--- config.mk ---
export PLATFORM = sky130hd
export DESIGN_NAME = integer_to_ascii_radix_unit_flat
export DESIGN_NICKNAME = d
export VERILOG_FILES = /design/src/rtl/i2a_pkg.sv /design/src/rtl/i2a_in_if.sv /design/src/rtl/i2a_out_if.sv /design/src/rtl/integer_to_ascii_radix_unit.sv /design/src/rtl/i2a_digits.sv /design/src/rtl/i2a_ctrl.sv /design/src/flat_wrapper.sv
export SDC_FILE = /design/constraint.sdc
export NUM_CORES = 1
export LEC_CHECK = 0
export BUFFER_PORTS_ARGS = -buffer_cell sky130_fd_sc_hd__buf_4
export CAP_MARGIN = 10
export CORE_ASPECT_RATIO = 0.7
export CORE_MARGIN = 4
export CORE_UTILIZATION = 30
export CTS_CLUSTER_DIAMETER = 100
export DETAILED_ROUTE_END_ITERATION = 10
export HOLD_SLACK_MARGIN = 0.1
export PLACE_DENSITY = 0.42
export RECOVER_POWER = 100
export SLEW_MARGIN = 0
export SYNTH_ARGS = -nofsm -noshare
export SYNTH_HDL_FRONTEND = slang
export SYNTH_SLANG_ARGS = --single-unit
--- constraint.sdc ---
create_clock -name clk -period 5.1 [get_ports clk]
set_input_delay 0.51 -clock clk [delete_from_list [all_inputs] [get_ports clk]]
set_output_delay 0.51 -clock clk [all_outputs]
set_load 0.005 [all_outputs]
--- src/rtl/i2a_pkg.sv ---
// Shared types, constants and the glyph function of the integer-to-ASCII converter.
`timescale 1ns / 1ps
`default_nettype none

package i2a_pkg;

    // Fixed field widths of the channels
    localparam int VALUE_BITS  = 64;
    localparam int CONV_BITS   = 3;
    localparam int CHAR_BITS   = 7;

    // Narrow operand width and its padded hex length
    localparam int NARROW_BITS       = 32;
    localparam int PAD_NARROW_DIGITS = 8;

    // Digit arithmetic
    localparam logic [3:0] DEC_RADIX = 4'd10;
    localparam logic [3:0] DAB_LIMIT = 4'd5;
    localparam logic [3:0] DAB_ADJ   = 4'd3;

    // Character codes
    localparam logic [CHAR_BITS-1:0] CH_ZERO    = 7'h30;
    localparam logic [CHAR_BITS-1:0] CH_LOWER_A = 7'h61;
    localparam logic [CHAR_BITS-1:0] CH_MINUS   = 7'h2d;
    localparam logic [CHAR_BITS-1:0] CH_X       = 7'h78;

    typedef enum logic [CONV_BITS-1:0] {
        CONV_SDEC   = 3'd0,
        CONV_UDEC   = 3'd1,
        CONV_OCT    = 3'd2,
        CONV_HEX    = 3'd3,
        CONV_PADHEX = 3'd4,
        CONV_PTR    = 3'd5
    } conv_t;

    typedef enum logic [1:0] {
        DOP_HOLD,
        DOP_LOAD,
        DOP_DABBLE,
        DOP_SHIFT
    } dop_t;

    typedef enum logic [2:0] {
        ST_IDLE,
        ST_DABBLE,
        ST_PRE_A,
        ST_PRE_B,
        ST_DIGITS
    } state_t;

    // Control from the sequencer to the digit register
    typedef struct packed {
        dop_t  op;
        conv_t mode;
        logic  wide;
        logic  negate;
    } dig_ctl_t;

    // One character headed for the output register
    typedef struct packed {
        logic                 valid;
        logic [CHAR_BITS-1:0] character;
        logic                 last;
    } char_t;

    // Map a digit 0..15 to '0'..'9', 'a'..'f'
    function automatic logic [CHAR_BITS-1:0] glyph(input logic [3:0] d);
        logic [CHAR_BITS-1:0] g;
        if (d < DEC_RADIX)
        begin
            g = CH_ZERO + {3'b000, d};
        end
        else
        begin
            g = CH_LOWER_A + {3'b000, d} - {3'b000, DEC_RADIX};
        end
        return g;
    endfunction

endpackage

`default_nettype wire

--- src/rtl/i2a_in_if.sv ---
// Input channel: operand, conversion code and width flag with valid/ready.
`timescale 1ns / 1ps
`default_nettype none

interface i2a_in_if;
    import i2a_pkg::*;

    logic                  valid;
    logic                  ready;
    logic [VALUE_BITS-1:0] value;
    logic [CONV_BITS-1:0]  conversion;
    logic                  wide;

    modport source (output valid, output value, output conversion, output wide, input ready);
    modport sink   (input valid, input value, input conversion, input wide, output ready);
endinterface

`default_nettype wire

--- src/rtl/i2a_out_if.sv ---
// Output channel: one ASCII character and a last marker with valid/ready.
`timescale 1ns / 1ps
`default_nettype none

interface i2a_out_if;
    import i2a_pkg::*;

    logic                 valid;
    logic                 ready;
    logic [CHAR_BITS-1:0] character;
    logic                 last;

    modport source (output valid, output character, output last, input ready);
    modport sink   (input valid, input character, input last, output ready);
endinterface

`default_nettype wire

--- src/rtl/integer_to_ascii_radix_unit.sv ---
// Integer-to-ASCII converter: one operand in, its characters out, most significant first.
//
// in_ch carries value, conversion and wide; out_ch carries one character per
// transfer with last set on the final character of the number.
// Conversions: signed decimal, unsigned decimal, octal, minimal hex, padded
// hex and pointer form ("0x" and minimal hex of a WORD_BITS-bit operand).
// Unused conversion codes are taken and give no characters.
// One operand is in work at a time; in_ch.ready is high only while idle.
// Decimal forms run a shift-add-3 pass over the operand, one bit per cycle:
// all 32 bits of a narrow operand, WORD_BITS bits of a wide one. Then the digit
// register shifts out one digit per cycle over WORD_BITS/3+1 slots, leading
// zeros dropped one per cycle; a kept digit waits while out_ch stalls.
// Octal, hex and pointer forms load their digits directly and skip that pass.
// A registered output stage holds each character; while out_ch stalls the
// converter holds its digits, and the next operand is taken as soon as the
// last character sits in that stage. Reset clears the sequencer and the
// output valid; no character is lost or repeated across a stall.
`timescale 1ns / 1ps
`default_nettype none

module integer_to_ascii_radix_unit #(
    parameter int WORD_BITS = 64
) (
    input  wire logic  clk,
    input  wire logic  rst_n,
    i2a_in_if.sink     in_ch,
    i2a_out_if.source  out_ch
);
    import i2a_pkg::*;

    dig_ctl_t   dig_ctl;
    char_t      emit;
    logic [3:0] top_digit;
    logic       sign;
    logic       out_free;

    logic                 out_valid_reg;
    logic [CHAR_BITS-1:0] out_char_reg;
    logic                 out_last_reg;

    assign sign     = in_ch.wide ? in_ch.value[WORD_BITS-1] : in_ch.value[NARROW_BITS-1];
    assign out_free = !out_valid_reg || out_ch.ready;

    i2a_ctrl #(
        .W (WORD_BITS)
    ) u_ctrl (
        .clk        (clk),
        .rst_n      (rst_n),
        .in_valid   (in_ch.valid),
        .conversion (in_ch.conversion),
        .wide       (in_ch.wide),
        .sign       (sign),
        .in_ready   (in_ch.ready),
        .top_digit  (top_digit),
        .out_free   (out_free),
        .dig_ctl    (dig_ctl),
        .emit       (emit)
    );

    i2a_digits #(
        .W (WORD_BITS)
    ) u_digits (
        .clk       (clk),
        .ctl       (dig_ctl),
        .value     (in_ch.value),
        .top_digit (top_digit)
    );

    // Output stage valid: set on a new character, drop on transfer
    always_ff @(posedge clk or negedge rst_n)
    begin
        if (!rst_n)
        begin
            out_valid_reg <= 1'b0;
        end
        else if (emit.valid)
        begin
            out_valid_reg <= 1'b1;
        end
        else if (out_ch.ready)
        begin
            out_valid_reg <= 1'b0;
        end
    end

    // Output stage payload
    always_ff @(posedge clk)
    begin
        if (emit.valid)
        begin
            out_char_reg <= emit.character;
            out_last_reg <= emit.last;
        end
    end

    assign out_ch.valid     = out_valid_reg;
    assign out_ch.character = out_char_reg;
    assign out_ch.last      = out_last_reg;

endmodule

`default_nettype wire

--- src/rtl/i2a_digits.sv ---
// Digit shift register: loads hex/octal digits, runs shift-add-3 for decimal, shifts out MSD.
`timescale 1ns / 1ps
`default_nettype none

module i2a_digits #(
    parameter int W = 64
) (
    input  wire logic                           clk,
    input  wire i2a_pkg::dig_ctl_t              ctl,
    input  wire logic [i2a_pkg::VALUE_BITS-1:0] value,
    output logic [3:0]                          top_digit
);
    import i2a_pkg::*;

    localparam int NDIG = W / 3 + 1;

    logic [3:0]   dig_reg  [NDIG];
    logic [3:0]   dig_next [NDIG];
    logic [3:0]   adj      [NDIG];
    logic [W-1:0] bin_reg;
    logic [W-1:0] bin_next;

    logic [W-1:0]        op_v;
    logic [W-1:0]        neg_full;
    logic [W-1:0]        mag;
    logic [4*NDIG-1:0]   hex_ext;
    logic [3*NDIG-1:0]   oct_ext;

    // Select operand width and take the magnitude
    always_comb
    begin
        op_v     = ctl.wide ? value[W-1:0] : W'(value[NARROW_BITS-1:0]);
        neg_full = '0 - op_v;
        if (ctl.negate)
        begin
            mag = ctl.wide ? neg_full : W'(neg_full[NARROW_BITS-1:0]);
        end
        else
        begin
            mag = op_v;
        end
        hex_ext = (4*NDIG)'(mag);
        oct_ext = (3*NDIG)'(mag);
    end

    // Add three to every BCD digit of five or more
    always_comb
    begin
        for (int i = 0; i < NDIG; i++)
        begin
            adj[i] = (dig_reg[i] >= DAB_LIMIT) ? dig_reg[i] + DAB_ADJ : dig_reg[i];
        end
    end

    // Next value of the digit and binary registers
    always_comb
    begin
        bin_next = bin_reg;
        for (int i = 0; i < NDIG; i++)
        begin
            dig_next[i] = dig_reg[i];
        end
        case (ctl.op)
            DOP_LOAD:
            begin
                bin_next = ctl.wide ? mag : (mag << (W - NARROW_BITS));
                for (int i = 0; i < NDIG; i++)
                begin
                    case (ctl.mode)
                        CONV_OCT:                        dig_next[i] = {1'b0, oct_ext[3*i +: 3]};
                        CONV_HEX, CONV_PADHEX, CONV_PTR: dig_next[i] = hex_ext[4*i +: 4];
                        default:                         dig_next[i] = 4'd0;
                    endcase
                end
            end
            DOP_DABBLE:
            begin
                bin_next    = {bin_reg[W-2:0], 1'b0};
                dig_next[0] = {adj[0][2:0], bin_reg[W-1]};
                for (int i = 1; i < NDIG; i++)
                begin
                    dig_next[i] = {adj[i][2:0], adj[i-1][3]};
                end
            end
            DOP_SHIFT:
            begin
                dig_next[0] = 4'd0;
                for (int i = 1; i < NDIG; i++)
                begin
                    dig_next[i] = dig_reg[i-1];
                end
            end
            default:
            begin
                bin_next = bin_reg;
            end
        endcase
    end

    // Hold digits and binary operand
    always_ff @(posedge clk)
    begin
        bin_reg <= bin_next;
        for (int i = 0; i < NDIG; i++)
        begin
            dig_reg[i] <= dig_next[i];
        end
    end

    assign top_digit = dig_reg[NDIG-1];

endmodule

`default_nettype wire

--- src/rtl/i2a_ctrl.sv ---
// Sequencer: accepts an operand, counts conversion steps, emits prefix and digits.
`timescale 1ns / 1ps
`default_nettype none

module i2a_ctrl #(
    parameter int W = 64
) (
    input  wire logic                          clk,
    input  wire logic                          rst_n,
    input  wire logic                          in_valid,
    input  wire logic [i2a_pkg::CONV_BITS-1:0] conversion,
    input  wire logic                          wide,
    input  wire logic                          sign,
    output logic                               in_ready,
    input  wire logic [3:0]                    top_digit,
    input  wire logic                          out_free,
    output i2a_pkg::dig_ctl_t                  dig_ctl,
    output i2a_pkg::char_t                     emit
);
    import i2a_pkg::*;

    localparam int NDIG = W / 3 + 1;
    localparam int CW   = $clog2(W + 1);
    localparam int RW   = $clog2(NDIG + 1);

    localparam logic [CW-1:0] CNT_WIDE   = CW'(W);
    localparam logic [CW-1:0] CNT_NARROW = CW'(NARROW_BITS);
    localparam logic [RW-1:0] REM_FULL   = RW'(NDIG);
    localparam logic [RW-1:0] REM_ONE    = RW'(1);
    localparam logic [RW-1:0] PAD_WIDE   = RW'(W / 4);
    localparam logic [RW-1:0] PAD_NARROW = RW'(PAD_NARROW_DIGITS);

    state_t        state_reg, state_next;
    conv_t         mode_reg, mode_next;
    logic          neg_reg, neg_next;
    logic          wide_reg, wide_next;
    logic          lead_reg, lead_next;
    logic [CW-1:0] cnt_reg, cnt_next;
    logic [RW-1:0] rem_reg, rem_next;

    conv_t         in_conv;
    logic          in_neg;
    logic [RW-1:0] pad;
    logic          skip;
    logic          fire;

    assign in_conv = conv_t'(conversion);
    assign in_neg  = (in_conv == CONV_SDEC) && sign;
    assign pad     = wide_reg ? PAD_WIDE : PAD_NARROW;

    // Drop leading zeros in minimal forms; drop unused upper slots in padded hex
    assign skip = (mode_reg == CONV_PADHEX) ? (rem_reg > pad)
                : (lead_reg && (top_digit == 4'd0) && (rem_reg > REM_ONE));
    assign fire = (state_reg == ST_DIGITS) && !skip && out_free;

    // Next state and counters
    always_comb
    begin
        state_next = state_reg;
        mode_next  = mode_reg;
        neg_next   = neg_reg;
        wide_next  = wide_reg;
        lead_next  = lead_reg;
        cnt_next   = cnt_reg;
        rem_next   = rem_reg;
        case (state_reg)
            ST_IDLE:
            begin
                if (in_valid)
                begin
                    mode_next = in_conv;
                    neg_next  = in_neg;
                    wide_next = wide;
                    lead_next = 1'b1;
                    cnt_next  = wide ? CNT_WIDE : CNT_NARROW;
                    rem_next  = REM_FULL;
                    case (in_conv)
                        CONV_SDEC, CONV_UDEC:            state_next = ST_DABBLE;
                        CONV_OCT, CONV_HEX, CONV_PADHEX: state_next = ST_DIGITS;
                        CONV_PTR:                        state_next = ST_PRE_A;
                        default:                         state_next = ST_IDLE;
                    endcase
                end
            end
            ST_DABBLE:
            begin
                cnt_next = cnt_reg - CW'(1);
                if (cnt_reg == CW'(1))
                begin
                    state_next = neg_reg ? ST_PRE_A : ST_DIGITS;
                end
            end
            ST_PRE_A:
            begin
                if (out_free)
                begin
                    state_next = (mode_reg == CONV_PTR) ? ST_PRE_B : ST_DIGITS;
                end
            end
            ST_PRE_B:
            begin
                if (out_free)
                begin
                    state_next = ST_DIGITS;
                end
            end
            ST_DIGITS:
            begin
                if (skip || fire)
                begin
                    rem_next = rem_reg - REM_ONE;
                end
                // keep every zero once the first digit is out
                if (fire)
                begin
                    lead_next = 1'b0;
                end
                if (fire && (rem_reg == REM_ONE))
                begin
                    state_next = ST_IDLE;
                end
            end
            default:
            begin
                state_next = ST_IDLE;
            end
        endcase
    end

    // Outputs: handshake, digit register control, character strobe
    always_comb
    begin
        in_ready       = (state_reg == ST_IDLE);
        dig_ctl.op     = DOP_HOLD;
        dig_ctl.mode   = in_conv;
        dig_ctl.wide   = wide || (in_conv == CONV_PTR);
        dig_ctl.negate = in_neg;
        emit.valid     = 1'b0;
        emit.character = glyph(top_digit);
        emit.last      = 1'b0;
        case (state_reg)
            ST_IDLE:
            begin
                if (in_valid)
                begin
                    dig_ctl.op = DOP_LOAD;
                end
            end
            ST_DABBLE:
            begin
                dig_ctl.op = DOP_DABBLE;
            end
            ST_PRE_A:
            begin
                emit.valid     = out_free;
                emit.character = (mode_reg == CONV_PTR) ? CH_ZERO : CH_MINUS;
            end
            ST_PRE_B:
            begin
                emit.valid     = out_free;
                emit.character = CH_X;
            end
            ST_DIGITS:
            begin
                if (skip || fire)
                begin
                    dig_ctl.op = DOP_SHIFT;
                end
                emit.valid = fire;
                emit.last  = (rem_reg == REM_ONE);
            end
            default:
            begin
                emit.valid = 1'b0;
            end
        endcase
    end

    // Hold sequencer state
    always_ff @(posedge clk or negedge rst_n)
    begin
        if (!rst_n)
        begin
            state_reg <= ST_IDLE;
            mode_reg  <= CONV_SDEC;
            neg_reg   <= 1'b0;
            wide_reg  <= 1'b0;
            lead_reg  <= 1'b0;
            cnt_reg   <= '0;
            rem_reg   <= '0;
        end
        else
        begin
            state_reg <= state_next;
            mode_reg  <= mode_next;
            neg_reg   <= neg_next;
            wide_reg  <= wide_next;
            lead_reg  <= lead_next;
            cnt_reg   <= cnt_next;
            rem_reg   <= rem_next;
        end
    end

endmodule

`default_nettype wire

--- src/flat_wrapper.sv ---
// flat-port wrapper written by rule: the top's interface ports become plain ports
module integer_to_ascii_radix_unit_flat import i2a_pkg::*;
#(
    parameter int WORD_BITS = 64
)
  (clk, rst_n, in_ch_valid, in_ch_value, in_ch_conversion, in_ch_wide, in_ch_ready, out_ch_valid, out_ch_character, out_ch_last, out_ch_ready);
  i2a_in_if in_ch_i ();
  i2a_out_if out_ch_i ();
  input  wire logic clk;
  input  wire logic rst_n;
  input wire logic [$bits(in_ch_i.valid)-1:0] in_ch_valid;
  input wire logic [$bits(in_ch_i.value)-1:0] in_ch_value;
  input wire logic [$bits(in_ch_i.conversion)-1:0] in_ch_conversion;
  input wire logic [$bits(in_ch_i.wide)-1:0] in_ch_wide;
  output wire logic [$bits(in_ch_i.ready)-1:0] in_ch_ready;
  output wire logic [$bits(out_ch_i.valid)-1:0] out_ch_valid;
  output wire logic [$bits(out_ch_i.character)-1:0] out_ch_character;
  output wire logic [$bits(out_ch_i.last)-1:0] out_ch_last;
  input wire logic [$bits(out_ch_i.ready)-1:0] out_ch_ready;
  assign in_ch_i.valid = in_ch_valid;
  assign in_ch_i.value = in_ch_value;
  assign in_ch_i.conversion = in_ch_conversion;
  assign in_ch_i.wide = in_ch_wide;
  assign in_ch_ready = in_ch_i.ready;
  assign out_ch_valid = out_ch_i.valid;
  assign out_ch_character = out_ch_i.character;
  assign out_ch_last = out_ch_i.last;
  assign out_ch_i.ready = out_ch_ready;
  integer_to_ascii_radix_unit #(.WORD_BITS(WORD_BITS)) u_core (.clk(clk), .rst_n(rst_n), .in_ch(in_ch_i), .out_ch(out_ch_i));
endmodule
# ---- After elaboration in Yosys (flattened, before gate mapping)
# Memories as Yosys holds them, arrays and structs flattened.
# Index checks and enable logic that the tools add are counted.
dict set report word_totals {
  reg_bits 94
  mem_bits_rw 88
  input_bits 72
  output_inout_bits 10
  wordCells 195
  memories 1
}
# memory depth width rd rd_ports_with_merged_regs write_ports line
set memory_table {}
lappend memory_table {u_core.u_digits.dig_reg 22 4 22 0 22 i2a_digits.sv:17} ;# logic [3:0] dig_reg [NDIG];
dict set report op_classes {
  n_addsub 28
  order_cmp 25
  n_eq_ne 23
  mux 80
  n_reduce_logical 27
}
# operator n
set op_table {}
lappend op_table {{88-bit one-hot mux with 3 select lines} 1}
lappend op_table {{64-bit two-way mux} 4}
lappend op_table {{4-bit one-hot mux with 2 select lines} 16}
lappend op_table {{64-bit one-hot mux with 2 select lines} 1}
lappend op_table {{4-bit by 3-bit >= comparator with 1-bit output, second input constant} 22}
lappend op_table {{4-bit by 2-bit adder with 4-bit output, second input constant} 21}
lappend op_table {{4-bit two-way mux} 21}
lappend op_table {{1-bit by 64-bit subtractor with 64-bit output, first input constant} 1}
lappend op_table {{3-bit two-way mux} 13}
lappend op_table {{7-bit one-hot mux with 2 select lines} 2}
lappend op_table {{7-bit two-way mux} 3}
lappend op_table {{5-bit two-way mux} 4}
lappend op_table {{3-bit == test, second input constant} 5}
lappend op_table {{3-bit one-hot mux with 5 select lines} 1}
lappend op_table {{3-bit by 2-bit == test with 1-bit output, second input constant} 4}
lappend op_table {{2-bit inequality test, second input constant} 5}
lappend op_table {{5-bit one-hot mux with 2 select lines} 1}
lappend op_table {{3-bit one-hot mux with 3 select lines} 1}
lappend op_table {{1-bit two-way mux} 8}
lappend op_table {{2-bit nonzero test} 4}
lappend op_table {{6-bit by 4-bit adder with 7-bit output, first input constant} 1}
lappend op_table {{6-bit by 5-bit adder with 7-bit output, first input constant} 1}
lappend op_table {{7-bit by 1-bit == test with 1-bit output, second input constant} 1}
lappend op_table {{7-bit by 1-bit subtractor with 7-bit output, second input constant} 1}
lappend op_table {{other kinds (24)} 41}

# ---- Longest topological paths before layout
# An unclocked memory read counts as a cell.
dict set report logic_depth {
  ltp_word 13
  ltp_mapped 14
  ltp_nobuf 13
}

# ---- Modules after synthesis
# From an unflattened synthesis, not the netlist that was laid out.
dict set report hier_totals {
  hier_cells 1365
  hier_area_um2 12912.4
}
# mod n_inst cells_per_inst area_per_inst_um2 seq_area_each_um2
set modules_own_cells {}
lappend modules_own_cells {i2a_digits 1 1173 11131.9 4564.4}
lappend modules_own_cells {i2a_ctrl 1 180 1487.7 525.5}
lappend modules_own_cells {integer_to_ascii_radix_unit 1 12 292.8 265.3}

# ---- Worst setup path after synthesis
# OpenSTA, ideal clock, no wires.
dict set report synth_path {
  path_type {reg-to-reg}
  start {register u_core.u_ctrl.state_reg[2] (netlist name)}
  end {memory u_core.u_digits.dig_reg[0][0], enable pin}
  setup_time_ns 0.442
  t_arrival_ns 3.420
  t_required_ns 4.658
  setup_slack_ns 1.238
  path_stages_with_launch 9
  n_path_buf 2
  synth_period_minus_slack_ns 3.862
  path_cell_list {dfrtp_1 -> clkbuf_1 -> or3_1 -> inv_1 -> and2_1 -> clkbuf_1 -> nor2_1 -> ha_1 -> inv_1}
}
# item line
set synth_lines {}
lappend synth_lines {{to (decl)} i2a_digits.sv:17}

# ---- Final worst setup path
dict set report layout_path {
  start {register u_core.u_ctrl.rem_reg[4]}
  end {register u_core.u_digits.bin_reg[37] (data pin)}
}
dict set report layout_between {
  elab_chain_cells 11
  word_cells_on_any_way 13
  classes_between {2 x order compare; 2 x eq/ne; 4 x mux; 5 x reduce/logical}
}
# item line
set layout_lines {}
lappend layout_lines {{from (decl)} i2a_ctrl.sv:39} ;# logic [RW-1:0] rem_reg, rem_next;
lappend layout_lines {{from (signal assigned)} i2a_ctrl.sv:200} ;# rem_reg <= rem_next;
lappend layout_lines {{5-bit by 1-bit > comparator with 1-bit output} i2a_ctrl.sv:53} ;# : (lead_reg && (top_digit == 4'd0) && (rem_reg > REM_ONE));
lappend layout_lines {{1-bit logical AND} i2a_ctrl.sv:53}
lappend layout_lines {{1-bit two-way mux (*)} i2a_ctrl.sv:52} ;# assign skip = (mode_reg == CONV_PADHEX) ? (rem_reg > pad)
lappend layout_lines {{1-bit logical NOT} i2a_ctrl.sv:54} ;# assign fire = (state_reg == ST_DIGITS) && !skip && out_free;
lappend layout_lines {{1-bit logical AND (2 in a row)} i2a_ctrl.sv:54}
lappend layout_lines {{1-bit logical OR (*)} i2a_ctrl.sv:165} ;# if (skip || fire)
lappend layout_lines {{2-bit two-way mux (*)} i2a_ctrl.sv:165}
lappend layout_lines {{2-bit one-hot mux with 3 select lines (*)} i2a_ctrl.sv:141} ;# case (state_reg)
lappend layout_lines {{2-bit == test or 2-bit by 1-bit == test with 1-bit output (tied branches)} i2a_digits.sv:63} ;# case (ctl.op)
lappend layout_lines {{64-bit one-hot mux with 2 select lines (*)} i2a_digits.sv:63}
lappend layout_lines {{named net u_core.u_digits.bin_next[37]} i2a_digits.sv:21} ;# logic [W-1:0] bin_next;
lappend layout_lines {{to (signal assigned)} i2a_digits.sv:103} ;# bin_reg <= bin_next;
lappend layout_lines {{to (decl)} i2a_digits.sv:20} ;# logic [W-1:0] bin_reg;
# Mark *: on every way through the listed nets, which the timed path passes. The rest lies on a longest branch.
# A chain may end at the register's enable or synchronous reset.

==> impl_metrics.yaml <==
outcome:
  status: "complete, but fails checks"
  violations: "capacitance limit, slew limit"
worst_setup_path:
  max_stage_delay_ns: 0.68
  cp_max_fo: 54
  required_ns: 5.29
  worstPathArrival_ns: 4.60
  cpLargestDelayFamily: "buffers and inverters"
  end_kind: "flop"
  slowest_stage: "ha_4"
  worstPathCellList: "ha_1, nor2b_1, o211a_1, o31a_1, nor2_1, ha_4, inv_1, clkbuf_2, and3_1, mux2i_1, nand2_1"
  crit_type: "flop to flop"
  cp_num_buf_inv: 2
  start_kind: "flop"
clock_tree:
  path_clk_slew_ns: 0.08
  cts.sinks: 182
  cts_tree: "done"
  cts_htree_levels: 4
  post_cts_resized: 0
  clockBufferDepth: 2
  clockRootBuffer: "clkbuf_16"
  cts-buffers-inserted: 17
  clock_latency_ns: 0.45
placement:
  gp_congestion: 0.8440
  numPortBuffers: 81
  dpl.hpwl_um: 34860
finish:
  multi_input_area_mm2: 0.006827
  seq_area_mm2: 0.005355
  nets: 1559
  largest_register_ffs: 88
  area_growth_pct: 13.30
  antenna_cells: 0
  utilization_pct: 34.37
  drive_above_1_share_pct: 11.36
  fillCellCount: 4336
timing:
  hold_viol: 0
  whs_ns: 0.3703
  relSlewSlack_pct: -34.49
  max_freq_mhz: 226.7
  slew_viol_final: 42
  rsz0062_at_grt: "false"
  fin_crit_ns: 4.411
  worstMarginPinSlew_ns: 2.015
  post-route-period-util_pct: 86.49
  setup_violations: 0
  finClkSkew_ns: 0.01468
  fin_setup_tns_ns: 0
grt:
  grt_first_pass_wirelength_um: 71390
  gr-total-overflow: 0
  grt_pass1_vias: 10490
  track_usage_pct: 20.63
  grt_max_degree: 55
  antenna_found_initial: 2
yosys:
  synth_simple_gate_area_share_pct: 16.88
  synthXorXnorAreaFrac_pct: 5.233
  syn_nets: 1517
  syn_area_per_cell_um2: 9.244
  synthCells: 1389
  synthDistinctLibCells: 87
  synth_top_family_by_area: "compound AO/OA/AOI/OAI gates"
  async_flop_share_pct: 12.09
  syn-cell-area_mm2: 0.01284
  synth.area.mux_share_pct: 1.462
  synth-seq-cells: 182
  synthAdderAreaFrac_pct: 5.457
  yosys_warnings: 0
  synthFlopType: "edfxtp_1"
  synth_compound_area_share_pct: 24.03
  ys_seq_area_share_pct: 41.71
  synth_edf_count: 160
die:
  fp.dieW_um: 255.3
  chipHeight_um: 181.1
  num_rows: 63
  die_area_mm2: 0.04623
  core_area_mm2: 0.04233
  floorplan.initialDensity_pct: 30.33
  io_pins: 82
drt:
  dr_total_vias: 11320
  viasPerCell: 5.673
  firstDrtPassIters: 7
  ant_nets: 0
  wl_um: 48390
  drt-wirelength-per-cell_um: 24.24
  drc_errors: 0
  drt_first_iter_violations: 1292
pwr:
  p_leak_uw: 0.005327
  cellPowerDensity_mw_per_mm2: 664.2
  total_power_uw: 9663
  irDropWorstVdd_uv: 424.7
min_path:
  hold_class: "input port to flop"
flow_run:
  drv_cap: 1
[routing by layer]
layer / part of all wire [%] / wire length (um) / GRT usage [%] / vias to the layer above
li1: - / - / - / 5320
met1: 51 / 24830 / 33.70 / 5558
met2: 40 / 19260 / 27.58 / 431
met3: 8.3 / 3997 / 5.209 / 15
met4: 0.61 / 297 / 2.443 / 0
met5: 0 / 0 / 0 / -
[synthesized netlist by cell type, types with 8 or more instances]
cell type	count	area share, %
nor2_1	75	2.2
or3_1	8	0.39
nand2_1	162	4.7
nor2b_1	11	0.54
xor2_1	19	1.3
and3_1	8	0.39
inv_1	84	2.5
nor3b_1	19	1.1
nand3_1	10	0.39
a41oi_1	16	1.1
a22oi_1	32	1.9
a222oi_1	19	1.5
clkbuf_1	71	2.1
a22o_1	14	0.95
xnor2_1	54	3.7
ha_1	56	5.5
a31oi_1	19	0.93
edfxtp_1	160	37
mux2i_1	12	0.94
dfrtp_1	22	4.3
a211oi_1	8	0.47
nor3_1	45	1.8
o21ai_0	130	5.1
o211ai_1	15	0.88
o221ai_1	28	1.9
a21oi_1	96	3.7
nor4_1	14	0.68
nand2b_1	35	1.7
o22ai_1	10	0.49
[cells by family (layout without fill, tap and decap cells)]
family / Yosys count / in the layout
compound gates: 460 / 460
xor+xnor: 75 / 75
fa+ha+maj: 56 / 56
buf+inv: 168 / 223
flops: 182 / 182
mux: 18 / 18
other cells: 1 / 1
simple gates: 429 / 429
[worst paths after layout]
kind                                          start                     endpoint  slack [ns]  cells after the start
setup reg to reg           u_core.u_ctrl.rem_reg[4]  u_core.u_digits.bin_reg[37]        0.69                     11
hold / removal                  in_ch_conversion[1]    u_core.u_ctrl.mode_reg[1]        0.37                      3
hold reg to reg              u_core.u_ctrl.lead_reg       u_core.u_ctrl.lead_reg        0.51                      1
min in group asynchronous                     rst_n     u_core.u_ctrl.cnt_reg[0]        0.85                      2
setup / recovery           u_core.u_ctrl.rem_reg[4]  u_core.u_digits.bin_reg[37]        0.69                     11
max in group asynchronous                     rst_n     u_core.u_ctrl.rem_reg[1]        3.49                      2
[worst register-to-register path: stages (launching register included)]
cell,delay [ns]
dfrtp_1,0.43
ha_1,0.31
nor2b_1,0.14
o211a_1,0.22
o31a_1,0.35
nor2_1,0.32
ha_4,0.68
inv_1,0.65
clkbuf_2,0.57
and3_1,0.30
mux2i_1,0.14
nand2_1,0.06
[power breakdown]
group	leakage, uW	internal, uW	switching [uW]	total, uW
logic	0.00312	1570	3060	4630
clock network	0.000280	696	684	1380
registers	0.00192	3020	639	3650
[placed cells by master (no fill, tap or decap), drive strengths merged, types with 11 or more instances in the layout]
master	n
a21oi	98
a222oi	19
a22o	14
a22oi	32
a31oi	19
a41oi	16
buf	85
clkbuf	37
dfrtp	22
edfxtp	160
ha	56
inv	94
mux2i	12
nand2	162
nand2b	35
nor2	75
nor2b	11
nor3	45
nor3b	19
nor4	17
o211ai	16
o21ai	131
o221ai	28
xnor2	56
xor2	19
[per-stage QoR]
| step | setup slack, ns | cells | instance area (um2) |
|---|---|---|---|
| 2_1_floorplan | 1.238 | 1389 | 12840 |
| 3_3_place_gp | 1.136 | 1963 | 14010 |
| 3_5_place_dp | 1.065 | 1963 | 14010 |
| 4_1_cts | 1.047 | 1996 | 14610 |
| 5_1_grt | 0.4235 | 1996 | 14550 |
| 6_report | 0.6891 | 1996 | 14550 |
[layout make-up]
| type | count | area share [%] |
|---|---|---|
| Tap cell | 552 | 4.748 |
| Timing Repair Buffer | 106 | 5.315 |
| Clock buffer | 17 | 2.924 |
| Clock inverter | 15 | 1.084 |
| Inverter | 85 | 2.193 |
| Multi-Input combinational cell | 1039 | 46.93 |
| Sequential cell | 182 | 36.81 |
[timing repair]
| action | 4_1_cts | 5_1_grt |
|---|---|---|
| endpoints found under the hold margin | 22 | 0 |
| hold buffers | 1 | 0 |
| buffers inserted | 0 | 0 |
No activity file was read; power rests on OpenSTA's default activity.
